`src/assert_macros.svh`:
```
// Assertion helpers
`ifndef ASSERT_MACROS_SVH
`define ASSERT_MACROS_SVH

// checked only out of reset
`define TMA_ASSERT(lbl, clk, rst, prop, msg) \
  lbl: assert property (@(posedge clk) disable iff (rst) prop) else $error(msg);

// checked on every edge, reset included
`define TMA_ASSERT_ALWAYS(lbl, clk, prop, msg) \
  lbl: assert property (@(posedge clk) prop) else $error(msg);

`endif

```
`src/tma_pkg.sv`:
```
package tma_pkg;

  localparam int VAL_W = 64;
  localparam int CNT_W = 17;
  localparam int CMD_W = 3;
  localparam int ST_W  = 2;
  localparam int CFG_IDX_W  = 2;
  localparam int CFG_DATA_W = 17;

  localparam longint unsigned MAX_CAPACITY_DEF = 64'd65536;

  // job queue depth, power of two
  localparam int JOB_DEPTH = 4;

  localparam int DIV_STEPS = VAL_W;
  localparam int DIV_CNT_W = $clog2(DIV_STEPS);

  localparam logic [CMD_W-1:0] CMD_ADD   = 3'd0;
  localparam logic [CMD_W-1:0] CMD_CLEAR = 3'd1;
  localparam logic [CMD_W-1:0] CMD_MEAN  = 3'd2;
  localparam logic [CMD_W-1:0] CMD_SUM   = 3'd3;
  localparam logic [CMD_W-1:0] CMD_COUNT = 3'd4;

  localparam logic [ST_W-1:0] ST_OK      = 2'd0;
  localparam logic [ST_W-1:0] ST_FULL    = 2'd1;
  localparam logic [ST_W-1:0] ST_TOO_FEW = 2'd2;

  localparam logic [CFG_IDX_W-1:0] CFG_WIDTH_IDX = 2'd0;
  localparam logic [CFG_IDX_W-1:0] CFG_CAP_IDX   = 2'd1;

  localparam logic [1:0]       WIDTH_RESET = 2'd0;
  localparam logic [CNT_W-1:0] CAP_RESET   = 17'd16;

  typedef struct packed {
    logic             is_div;
    logic [VAL_W-1:0] value;
    logic [CNT_W-1:0] divisor;
    logic [ST_W-1:0]  status;
  } job_t;

  function automatic logic [VAL_W-1:0] width_mask(input logic [1:0] code);
    logic [VAL_W-1:0] m;
    case (code)
      2'd0:    m = 64'h0000_0000_0000_00FF;
      2'd1:    m = 64'h0000_0000_0000_FFFF;
      2'd2:    m = 64'h0000_0000_FFFF_FFFF;
      default: m = '1;
    endcase
    return m;
  endfunction

endpackage

```
`src/tma_fifo.sv`:
```
module tma_fifo #(
  parameter type T = tma_pkg::job_t,
  parameter int DEPTH = tma_pkg::JOB_DEPTH
) (
  input  logic clk,
  input  logic rst,
  input  logic wr_en,
  input  T     wr_data,
  output logic full,
  input  logic rd_en,
  output T     rd_data,
  output logic valid
);

  localparam int PTR_W = (DEPTH > 1) ? $clog2(DEPTH) : 1;
  localparam int CNT_W = $clog2(DEPTH + 1);

  T mem [DEPTH];
  logic [PTR_W-1:0] wr_ptr;
  logic [PTR_W-1:0] rd_ptr;
  logic [CNT_W-1:0] count;
  logic do_wr;
  logic do_rd;

  assign full    = (count == CNT_W'(DEPTH));
  assign valid   = (count != '0);
  assign rd_data = mem[rd_ptr];
  assign do_wr   = wr_en && !full;
  assign do_rd   = rd_en && valid;

  always_ff @(posedge clk) begin
    if (do_wr) begin
      mem[wr_ptr] <= wr_data;
    end
  end

  always_ff @(posedge clk) begin
    if (rst) begin
      wr_ptr <= '0;
      rd_ptr <= '0;
      count  <= '0;
    end else begin
      if (do_wr) begin
        wr_ptr <= (wr_ptr == PTR_W'(DEPTH - 1)) ? '0 : wr_ptr + 1'b1;
      end
      if (do_rd) begin
        rd_ptr <= (rd_ptr == PTR_W'(DEPTH - 1)) ? '0 : rd_ptr + 1'b1;
      end
      if (do_wr && !do_rd) begin
        count <= count + 1'b1;
      end else if (do_rd && !do_wr) begin
        count <= count - 1'b1;
      end
    end
  end

endmodule

```
`src/tma_front.sv`:
```
module tma_front #(
  parameter longint unsigned MAX_CAPACITY = tma_pkg::MAX_CAPACITY_DEF
) (
  input  logic                            clk,
  input  logic                            rst,
  input  logic                            cfg_we,
  input  logic [tma_pkg::CFG_IDX_W-1:0]   cfg_index,
  input  logic [tma_pkg::CFG_DATA_W-1:0]  cfg_data,
  input  logic                            accept,
  input  logic [tma_pkg::CMD_W-1:0]       command,
  input  logic [tma_pkg::VAL_W-1:0]       sample,
  output logic                            job_push,
  output tma_pkg::job_t                   job
);

  localparam int CW = tma_pkg::CNT_W;
  localparam longint unsigned CNT_ALL = (64'd1 << CW) - 64'd1;
  localparam logic [CW-1:0] CAP_CLAMP =
    CW'((MAX_CAPACITY > CNT_ALL) ? CNT_ALL : MAX_CAPACITY);

  logic [1:0]                  width_code;
  logic [CW-1:0]               capacity;
  logic [CW-1:0]               sample_count;
  logic [tma_pkg::VAL_W-1:0]   running_sum;
  logic [tma_pkg::VAL_W-1:0]   running_min;
  logic [tma_pkg::VAL_W-1:0]   running_max;

  logic [CW-1:0]               limit;
  logic [tma_pkg::VAL_W-1:0]   masked;
  logic                        is_full;

  assign limit    = (capacity < CAP_CLAMP) ? capacity : CAP_CLAMP;
  assign masked   = sample & tma_pkg::width_mask(width_code);
  assign is_full  = (sample_count >= limit);
  assign job_push = accept;

  always_comb begin
    job = '{is_div: 1'b0, value: '0, divisor: '0, status: tma_pkg::ST_OK};
    case (command)
      tma_pkg::CMD_ADD: begin
        if (is_full) begin
          job.status = tma_pkg::ST_FULL;
        end
      end
      tma_pkg::CMD_MEAN: begin
        if (sample_count < CW'(3)) begin
          job.status = tma_pkg::ST_TOO_FEW;
        end else begin
          job.is_div  = 1'b1;
          job.value   = running_sum - running_min - running_max;
          job.divisor = sample_count - CW'(2);
        end
      end
      tma_pkg::CMD_SUM:   job.value = running_sum;
      tma_pkg::CMD_COUNT: job.value = tma_pkg::VAL_W'(sample_count);
      default: ;
    endcase
  end

  always_ff @(posedge clk) begin
    if (rst) begin
      width_code   <= tma_pkg::WIDTH_RESET;
      capacity     <= tma_pkg::CAP_RESET;
      sample_count <= '0;
      running_sum  <= '0;
      running_min  <= '1;
      running_max  <= '0;
    end else begin
      if (cfg_we) begin
        if (cfg_index == tma_pkg::CFG_WIDTH_IDX) begin
          width_code <= cfg_data[1:0];
        end else if (cfg_index == tma_pkg::CFG_CAP_IDX) begin
          capacity <= cfg_data[CW-1:0];
        end
      end
      if (accept) begin
        if (command == tma_pkg::CMD_ADD && !is_full) begin
          sample_count <= sample_count + 1'b1;
          running_sum  <= running_sum + masked;
          if (masked < running_min) begin
            running_min <= masked;
          end
          if (masked > running_max) begin
            running_max <= masked;
          end
        end else if (command == tma_pkg::CMD_CLEAR) begin
          sample_count <= '0;
          running_sum  <= '0;
          running_min  <= '1;
          running_max  <= '0;
        end
      end
    end
  end

endmodule

```
`src/tma_back.sv`:
```
module tma_back (
  input  logic                           clk,
  input  logic                           rst,
  input  logic                           job_valid,
  input  tma_pkg::job_t                  job,
  output logic                           job_pop,
  input  logic                           pop,
  output logic                           empty,
  output logic [tma_pkg::VAL_W-1:0]      value,
  output logic [tma_pkg::ST_W-1:0]       status
);

  localparam int VW = tma_pkg::VAL_W;
  localparam int CW = tma_pkg::CNT_W;

  typedef enum logic [1:0] {IDLE, DIV, DONE} state_t;

  state_t                         state;
  logic                           out_valid;
  logic                           out_free;
  logic [VW-1:0]                  quo;
  logic [CW:0]                    rem;
  logic [CW-1:0]                  dvsr;
  logic [tma_pkg::DIV_CNT_W-1:0]  cnt;
  logic [CW:0]                    trial;
  logic                           fits;

  assign empty    = !out_valid;
  assign out_free = !out_valid || pop;
  assign job_pop  = (state == IDLE) && job_valid && (job.is_div || out_free);

  // restoring divide, one quotient bit per cycle
  assign trial = {rem[CW-1:0], quo[VW-1]};
  assign fits  = (trial >= {1'b0, dvsr});

  always_ff @(posedge clk) begin
    if (rst) begin
      state     <= IDLE;
      out_valid <= 1'b0;
      cnt       <= '0;
    end else begin
      if (pop && out_valid) begin
        out_valid <= 1'b0;
      end
      case (state)
        IDLE: begin
          if (job_valid) begin
            if (job.is_div) begin
              quo   <= job.value;
              dvsr  <= job.divisor;
              rem   <= '0;
              cnt   <= '0;
              state <= DIV;
            end else if (out_free) begin
              value     <= job.value;
              status    <= job.status;
              out_valid <= 1'b1;
            end
          end
        end
        DIV: begin
          rem <= fits ? (trial - {1'b0, dvsr}) : trial;
          quo <= {quo[VW-2:0], fits};
          cnt <= cnt + 1'b1;
          if (cnt == tma_pkg::DIV_CNT_W'(tma_pkg::DIV_STEPS - 1)) begin
            state <= DONE;
          end
        end
        DONE: begin
          if (out_free) begin
            value     <= quo;
            status    <= tma_pkg::ST_OK;
            out_valid <= 1'b1;
            state     <= IDLE;
          end
        end
        default: state <= IDLE;
      endcase
    end
  end

endmodule

```
`src/trimmed_mean_accumulator_top.sv`:
```
// Add, clear, sum, count, spare and too-few beats: job queue, then output register.
// Trimmed mean: job queue, bit-serial divider (64 steps), then output register.
// One beat accepted per cycle while the job queue is not full; a mean holds the back end
// through the divide, and the 4-entry job queue absorbs beats meanwhile.
// Synchronous active-high rst: statistics cleared (min all ones), width 8 bits,
// capacity 16, both queues empty.
`include "assert_macros.svh"

module trimmed_mean_accumulator_top #(
  parameter longint unsigned MAX_CAPACITY = tma_pkg::MAX_CAPACITY_DEF
) (
  input  logic                            clk,
  input  logic                            rst,
  input  logic                            cfg_we,
  input  logic [tma_pkg::CFG_IDX_W-1:0]   cfg_index,
  input  logic [tma_pkg::CFG_DATA_W-1:0]  cfg_data,
  input  logic                            push,
  output logic                            full,
  input  logic [tma_pkg::CMD_W-1:0]       command,
  input  logic [tma_pkg::VAL_W-1:0]       sample,
  output logic                            empty,
  input  logic                            pop,
  output logic [tma_pkg::VAL_W-1:0]       value,
  output logic [tma_pkg::ST_W-1:0]        status
);

  logic          accept;
  logic          job_push;
  logic          job_full;
  logic          job_valid;
  logic          job_pop;
  tma_pkg::job_t job_in;
  tma_pkg::job_t job_out;

  assign full   = job_full;
  assign accept = push && !job_full;

  tma_front #(
    .MAX_CAPACITY(MAX_CAPACITY)
  ) u_front (
    .clk      (clk),
    .rst      (rst),
    .cfg_we   (cfg_we),
    .cfg_index(cfg_index),
    .cfg_data (cfg_data),
    .accept   (accept),
    .command  (command),
    .sample   (sample),
    .job_push (job_push),
    .job      (job_in)
  );

  tma_fifo #(
    .T    (tma_pkg::job_t),
    .DEPTH(tma_pkg::JOB_DEPTH)
  ) u_jobq (
    .clk    (clk),
    .rst    (rst),
    .wr_en  (job_push),
    .wr_data(job_in),
    .full   (job_full),
    .rd_en  (job_pop),
    .rd_data(job_out),
    .valid  (job_valid)
  );

  tma_back u_back (
    .clk      (clk),
    .rst      (rst),
    .job_valid(job_valid),
    .job      (job_out),
    .job_pop  (job_pop),
    .pop      (pop),
    .empty    (empty),
    .value    (value),
    .status   (status)
  );

  `TMA_ASSERT(a_beat_queued, clk, rst, (push && !full) |-> (job_push && !job_full), "accepted beat not queued")
  `TMA_ASSERT(a_pop_nonempty, clk, rst, job_pop |-> job_valid, "job popped from empty queue")
  `TMA_ASSERT_ALWAYS(a_reset_empty, clk, rst |=> (empty && !job_valid), "not empty after reset")

endmodule

```
`config.mk`:
```
export PLATFORM = sky130hd
export DESIGN_NAME = trimmed_mean_accumulator_top
export DESIGN_NICKNAME = d
export VERILOG_FILES = /design/src/tma_pkg.sv /design/src/tma_fifo.sv /design/src/tma_front.sv /design/src/tma_back.sv /design/src/trimmed_mean_accumulator_top.sv
export VERILOG_INCLUDE_DIRS = /design/src /design/src/src
export SDC_FILE = /design/constraint.sdc
export NUM_CORES = 2
export LEC_CHECK = 0
export ABC_AREA = 0
export BUFFER_PORTS_ARGS = -buffer_cell sky130_fd_sc_hd__buf_2
export CELL_PAD_IN_SITES_DETAIL_PLACEMENT = 0
export CELL_PAD_IN_SITES_GLOBAL_PLACEMENT = 1
export CORE_ASPECT_RATIO = 0.5
export CORE_MARGIN = 1
export CORE_UTILIZATION = 51
export CTS_CLUSTER_SIZE = 14
export DETAILED_ROUTE_END_ITERATION = 10
export PLACE_DENSITY_LB_ADDON = 0.1
export SYNTH_ARGS = -nofsm -noshare
export SYNTH_HDL_FRONTEND = slang
export SYNTH_SLANG_ARGS = --single-unit
```
`constraint.sdc`:
```
create_clock -name clk -period 9.7 [get_ports clk]
set_input_delay 0 -clock clk [delete_from_list [all_inputs] [get_ports clk]]
set_output_delay 0 -clock clk [all_outputs]
set_load 0.05 [all_outputs]
```
# Word-level counts from Yosys, hierarchy flattened

Memory sizes are Yosys's and may differ from the RTL's. A register that Yosys moved wholly into a read port is not among the register bits.
Index checks and enable logic that the tools add are counted.

Memories: 1
Input port bits: 91
Word-level logic and storage cells: 149
Register bits after elaboration: 408
Memory bits (writable): 336
Output and inout port bits: 68

Add/subtract/negate cells: 11
Eq/ne operators: 21
Reduce and logical (&&, ||, !) cells: 35
Mux-type cells: 55
Magnitude comparators: 6
Bitwise logic cells: 3

Memories:

| memory     | depth | width | read ports | clocked after memory_dff | write ports | line           | text |
|---|---|---|---|---|---|---|---|
| u_jobq.mem | 4     | 84    | 1          | 1                        | 1           | tma_fifo.sv:18 | `T mem [DEPTH];` |

Operators with widths:

| kind                                                   | number |
|---|---|
| 2-to-1 mux 64 bit                                      | 13 |
| case mux 64 bit (3 select lines)                       | 2 |
| case mux 64 bit (2 select lines)                       | 2 |
| subtractor 64 bit                                      | 2 |
| 2-to-1 mux 17 bit                                      | 7 |
| 2-to-1 mux 82 bit                                      | 1 |
| adder 64 bit                                           | 1 |
| AND 64 bit                                             | 1 |
| > comparator 64 bit                                    | 1 |
| < comparator 64 bit                                    | 1 |
| case mux 17 bit (2 select lines)                       | 1 |
| 2-to-1 mux 2 bit                                       | 12 |
| >= comparator 18 x 17 -> 1 bit                         | 1 |
| adder 17 x 1 -> 17 bit (second input constant)         | 1 |
| >= comparator 17 bit                                   | 1 |
| < comparator 17 bit (second input constant)            | 1 |
| < comparator 17 x 2 -> 1 bit (second input constant)   | 1 |
| subtractor 17 bit                                      | 1 |
| subtractor 17 x 2 -> 17 bit (second input constant)    | 1 |
| 2-to-1 mux 6 bit                                       | 2 |
| case mux 6 bit (2 select lines)                        | 1 |
| AND reduction 3 bit                                    | 4 |
| AND reduction 4 bit                                    | 3 |
| inequality test 2 x 1 -> 1 bit (second input constant) | 5 |
| 26 further kinds                                       | 65 |

# Logic depth before layout (Yosys ltp)

Depth in word-level cells: 8
Gate-level depth with buffers: 20
Gate-level depth less buffers: 17

# Modules after synthesis

A second synthesis with hierarchy kept.

Cells, all modules: 3,887
Area total of the unflattened synthesis: 42,395.7 µm²

By module, submodules not included:

| module                       | area an instance (µm²) | seq. area each (µm²) | times used | cells an instance |
|---|---|---|---|---|
| tma_front                    | 21,728.3               | 4,564.4              | 1          | 2,732 |
| tma_fifo                     | 12,608.3               | 10,269.8             | 1          | 488 |
| tma_back                     | 8,045.2                | 5,104.9              | 1          | 666 |
| trimmed_mean_accumulator_top | 13.8                   | 0.0                  | 1          | 1 |

# Least setup slack after synthesis

No wires, ideal clock.

Path type: reg2reg
From: register (tool-made name)
To: register u_back.quo[0] (enable)
Required time: 9.080 ns
Path slack: 2.693 ns
Period minus slack after synthesis: 7.007 ns
Cell stages (with the launch flop): 5
Arrival: 6.387 ns
Setup time: 0.620 ns
Path buffers: 0
Cell sequence: dfxtp_1 > mux4_2 > nor2b_1 > nor2_1 > nor3_1

RTL lines:

| what                   | line           | text |
|---|---|---|
| end signal: assignment | tma_back.sv:49 | `quo <= job.value;` |
| end signal: assignment | tma_back.sv:63 | `quo <= {quo[VW-2:0], fits};` |
| end: declaration       | tma_back.sv:21 | `logic [VW-1:0] quo;` |

# Final worst setup path

From: register u_front.width_code[1]
To: register u_front.running_max[7] (netlist bit)

Word-level cells in the longest chain between the ends: 6
Elaborated cells between the ends (all ways): 8
Classes of those cells: order compare (1); eq/ne (3); mux (1); bitwise (1); reduce/logical (2)

RTL lines:

| what                                        | line            | text |
|---|---|---|
| start: declaration                          | tma_front.sv:21 | `logic [1:0] width_code;` |
| start signal: assignment                    | tma_front.sv:62 | `width_code <= tma_pkg::WIDTH_RESET;` |
| start signal: assignment                    | tma_front.sv:71 | `width_code <= cfg_data[1:0];` |
| equality test 2 bit (tied with other cells) | tma_pkg.sv:43   | `case (code)` |
| case mux 64 bit (3 select lines) *          | tma_pkg.sv:43   |  |
| AND 64 bit *                                | tma_front.sv:33 | `assign masked = sample & tma_pkg::width_mask(width_code);` |
| > comparator 64 bit *                       | tma_front.sv:83 | `if (masked > running_max) begin` |
| inequality test 2 bit (no source line) *    | -               |  |
| AND reduction 3 bit (no source line) *      | -               |  |
| end signal: assignment                      | tma_front.sv:84 | `running_max <= masked;` |
| end: declaration                            | tma_front.sv:26 | `logic [tma_pkg::VAL_W-1:0] running_max;` |

Mark *: on every way between the ends. The rest lies on a longest branch, timed or not.
A chain may end at the register's enable or synchronous reset.

==> run summary <==
Status: finished clean
Die Span Y: 205 um
Worst-case reg-to-reg path depth: 15
Unrepaired setup endpoints after global routing: no
CTS max path bufs: 3
Largest net degree at the start of global routing: 105
Data required, critical path: 10.19 ns
Clock latency on the worst-skew pair: 0.65 ns
Post-route ant nets: 0
Avg Inst Size Synth: 10.7 um2
Crit. Startpoint: u_front.width_code[1]
Die area: 83500 um2
CTS sink cnt: 746
I/O pin count: 159
Sequential share of power: 41.9%
Combinational share of power: 30.8%
Worst VDD drop: 0.000137 V
Fill cells: 6935
Worst r2r src: u_front.width_code[1]
TritonRoute pass-1 iters: 6
Vias per inst: 5.85
Power per cell area: 212 nW/um2
Initial Util: 52.2%
Reg clk slew, reported paths: 0.07 ns
Worst Setup Path Type: reg -> reg
Pint: 6550 uW
Placed cell count: 5020
Clk root buf: clkbuf_16
Post_cts resized: 0
RR Endpoint: u_front.running_max[7]
GP Congestion: 0.919
Synthesized instance count: 3922
Hold WC Path Type: in -> reg
YS warnings: 0
Total GRT Usage: 28.1%
Aggregate routed wire length: 116 mm
EDFF count, synth: 500
Seq/Total Area, Yosys: 47.5%
Worst-Margin Slew: 1.16 ns
CTS tree: done
Hold Path Cell Cnt: 4
DR iter-0 viols: 2390
Initial antenna violation count: 0
Core area: 80500 um2
Slew Viols, Final: 0
Routed wire per std cell: 22.1 um
Number of global-route vias before repair: 30.5k
Hold path start: cfg_index[0]
Routed vias: 30.6k
Post-route clock period utilization: 62.5%
Post-route minimum period: 6.06 ns
Area of the multi-input gates: 20400 um2
Distinct cell type count of the synthesized netlist: 81
Hold buffer count at CTS: 99
Post-Layout Cell Count: 5242
Global-route wire length before repair: 180 mm
Flip-flop and latch count after synthesis: 746
Area grow syn2layout: 11.7%
Fin Setup TNS: 0 ns
Final number of hold-violating endpoints: 0
Number of antenna diodes: 0
Clk network pwr share: 27.3%
Dominant synthesized flop cell: edfxtp_1
Syn nets: 4379
CTS Buf Count: 72
H-Tree Level Count: 3
Final nets: 4563
# Max-Cap Violations: 0
Mapped cell area: 42000 um2
Max transition margin: 22.6%
DIE WIDTH: 408 um
Gr ovfl total: 0
Max Clock Freq: 165 MHz
Layout cells sized above 1: 11.8%
Worst-path maximum fanout: 48
DRC Markers: 0
Arrival time of the worst setup path: 6.55 ns
Util after Layout: 58.3%
Net Sw Frac: 34.1%
Final Skew: 0.0166 ns
Seq. cell area: 19900 um2
Post-CTS Setup Inserts: 0
Worst Setup Start Kind: flop
Final setup viols: 0
Async set-reset flop share out of synthesis: 0%
Sw Pwr: 3390 uW
Floorplan row count: 73
Hold Path End: u_front.capacity[10]
CP Capture Type: flop
Leakage: 0.0199 uW
Port bufs: 158
R2R setup slack: 3.64 ns
DP Wirelength: 83.1 mm
## synth_stat cells, drive strengths merged (4+ instances only)
library cell / instances / area, um2
or2: 6 / 37.5
and2: 15 / 93.8
ha: 300 / 3750
a211oi: 25 / 188
a31oi: 19 / 119
nand4: 66 / 413
mux2: 64 / 721
o21bai: 39 / 293
nor2b: 28 / 175
a22o: 7 / 61.3
o2bb2ai: 64 / 561
nor2: 188 / 706
o21a: 21 / 158
o211ai: 75 / 563
a221oi: 14 / 141
nor4: 17 / 113
and4: 9 / 78.8
mux2i: 23 / 230
a21o: 139 / 1040
a22oi: 19 / 143
nor3b: 6 / 45.0
dfxtp: 246 / 4920
a21oi: 241 / 1210
edfxtp: 500 / 15000
nand2: 615 / 2310
inv: 265 / 995
clkbuf: 130 / 488
o31ai: 17 / 161
xnor2: 87 / 762
a211o: 4 / 35.0
a21boi: 9 / 67.6
fa: 66 / 1320
xor2: 74 / 648
and3: 22 / 138
a2111oi: 6 / 103
nand3: 60 / 305
or3: 6 / 37.5
buf: 50 / 231
o21ai: 189 / 946
nor3: 40 / 200
nand2b: 22 / 138
mux4: 84 / 1890
## layer usage
metal	share of wire (%)	track usage (%)
met5	0	0
met4	1.8	5.87
met3	5.5	4.22
met2	45	44.7
met1	48	40.7
## worst max path at each step
stage | depth (start not counted) | endpoint | slack, ns
2_1_floorplan | 4 | u_back.quo[0] | 2.69
3_3_place_gp | 15 | u_front.running_max[4] | 3.82
3_5_place_dp | 15 | u_front.running_max[7] | 3.74
4_1_cts | 14 | u_front.running_min[7] | 3.69
5_1_grt | 14 | u_front.running_min[7] | 3.26
6_report | 15 | u_front.running_max[7] | 3.64
## cells by family (layout without fill, tap and decap cells)
logic type / Yosys count / after routing / synth area share (%)
buffers and inverters: 446 / 679 / 4.09
XOR/XNOR: 161 / 161 / 3.36
adder cells (fa/ha/maj): 366 / 366 / 12.1
multiplexers: 171 / 171 / 6.77
flip-flops: 746 / 746 / 47.5
AO/OA/AOI/OAI: 918 / 918 / 14.5
AND/OR/NAND/NOR: 1114 / 1114 / 11.7
## state kept, by name, summed over array words and instances (netlist names), named ones only
signal and cells:
u_front.running_sum 64, u_back.value 64, u_front.width_code 2, u_front.sample_count 17, u_jobq.mem 336, u_jobq.count 3
u_back.rem 17, u_back.cnt 6, u_back.out_valid 1, u_front.running_max 64, u_jobq.rd_ptr 2, u_front.running_min 64
u_back.status 2, u_jobq.wr_ptr 2, u_front.capacity 17, u_back.quo 64, u_back.dvsr 17, u_back.state 2
## power by group through the flow
stage          Clock, uW  Sequential, uW  Combinational (uW)
2_1_floorplan          0            4440                2010
3_3_place_gp           0            4220                3000
3_5_place_dp           0            4230                3020
4_1_cts             2760            4170                3070
5_1_grt             2880            4210                3370
6_report            2710            4160                3070
## cells in the final DEF (no fill, tap or decap), drive strengths merged, types with 9 or more instances in the layout
master / netlist / final
xnor2: 87 / 87
a211oi: 25 / 25
o21ai: 189 / 189
nor4: 17 / 17
nand2: 615 / 615
buf: 50 / 191
mux2i: 23 / 23
o31ai: 17 / 17
edfxtp: 500 / 500
clkbuf: 130 / 90
a221oi: 14 / 14
nor3: 40 / 40
fa: 66 / 66
inv: 265 / 272
a31oi: 19 / 19
o2bb2ai: 64 / 64
a22oi: 19 / 19
nand3: 60 / 60
mux2: 64 / 64
and4: 9 / 9
nor2: 188 / 188
nand4: 66 / 66
mux4: 84 / 84
nor2b: 28 / 28
xor2: 74 / 74
o211ai: 75 / 75
o21bai: 39 / 39
and3: 22 / 22
dfxtp: 246 / 246
a21boi: 9 / 9
a21o: 139 / 139
o21a: 21 / 21
nand2b: 22 / 22
clkinv: 1 / 18
a21oi: 241 / 241
dlygate4sd3: 0 / 99
ha: 300 / 300
and2: 15 / 15
## critical path, cell delays in order, from the launching register on
cell and delay [ns]:
dfxtp_1 0.75, and2_1 0.25, buf_4 0.40, nand2_1 0.25
inv_1 0.21, ha_1 0.18, nand4_1 0.19, nor4_1 0.91
nand3_1 0.34, or3_1 0.48, o221ai_1 0.33, a211oi_1 0.14
nor3_1 0.49, nor2_4 0.24, buf_4 0.45, o2bb2ai_1 0.24
## area by class of cell
class / count / area share (%)
Tap cell: 1087 / 2.90
Sequential cell: 746 / 42.6
Clock inverter: 33 / 0.550
Clock buffer: 90 / 4.03
Multi-Input combinational cell: 2730 / 43.5
Timing Repair Buffer: 290 / 4.33
Inverter: 266 / 2.13
## metrics by stage
step | worst slack [ns] | cell area, um2 | hold slack, ns | total power (uW)
after floorplan | 2.69 | 42000 | 0.124 | 6440
after global placement | 3.82 | 43700 | 0.231 | 7220
after detailed placement | 3.74 | 43700 | 0.230 | 7260
after CTS | 3.69 | 46900 | 0.00912 | 10000
after global routing | 3.26 | 46900 | 0.0935 | 10500
final | 3.64 | 46900 | 0.0507 | 9940
Note: power is estimated with default switching activity, not from simulation.
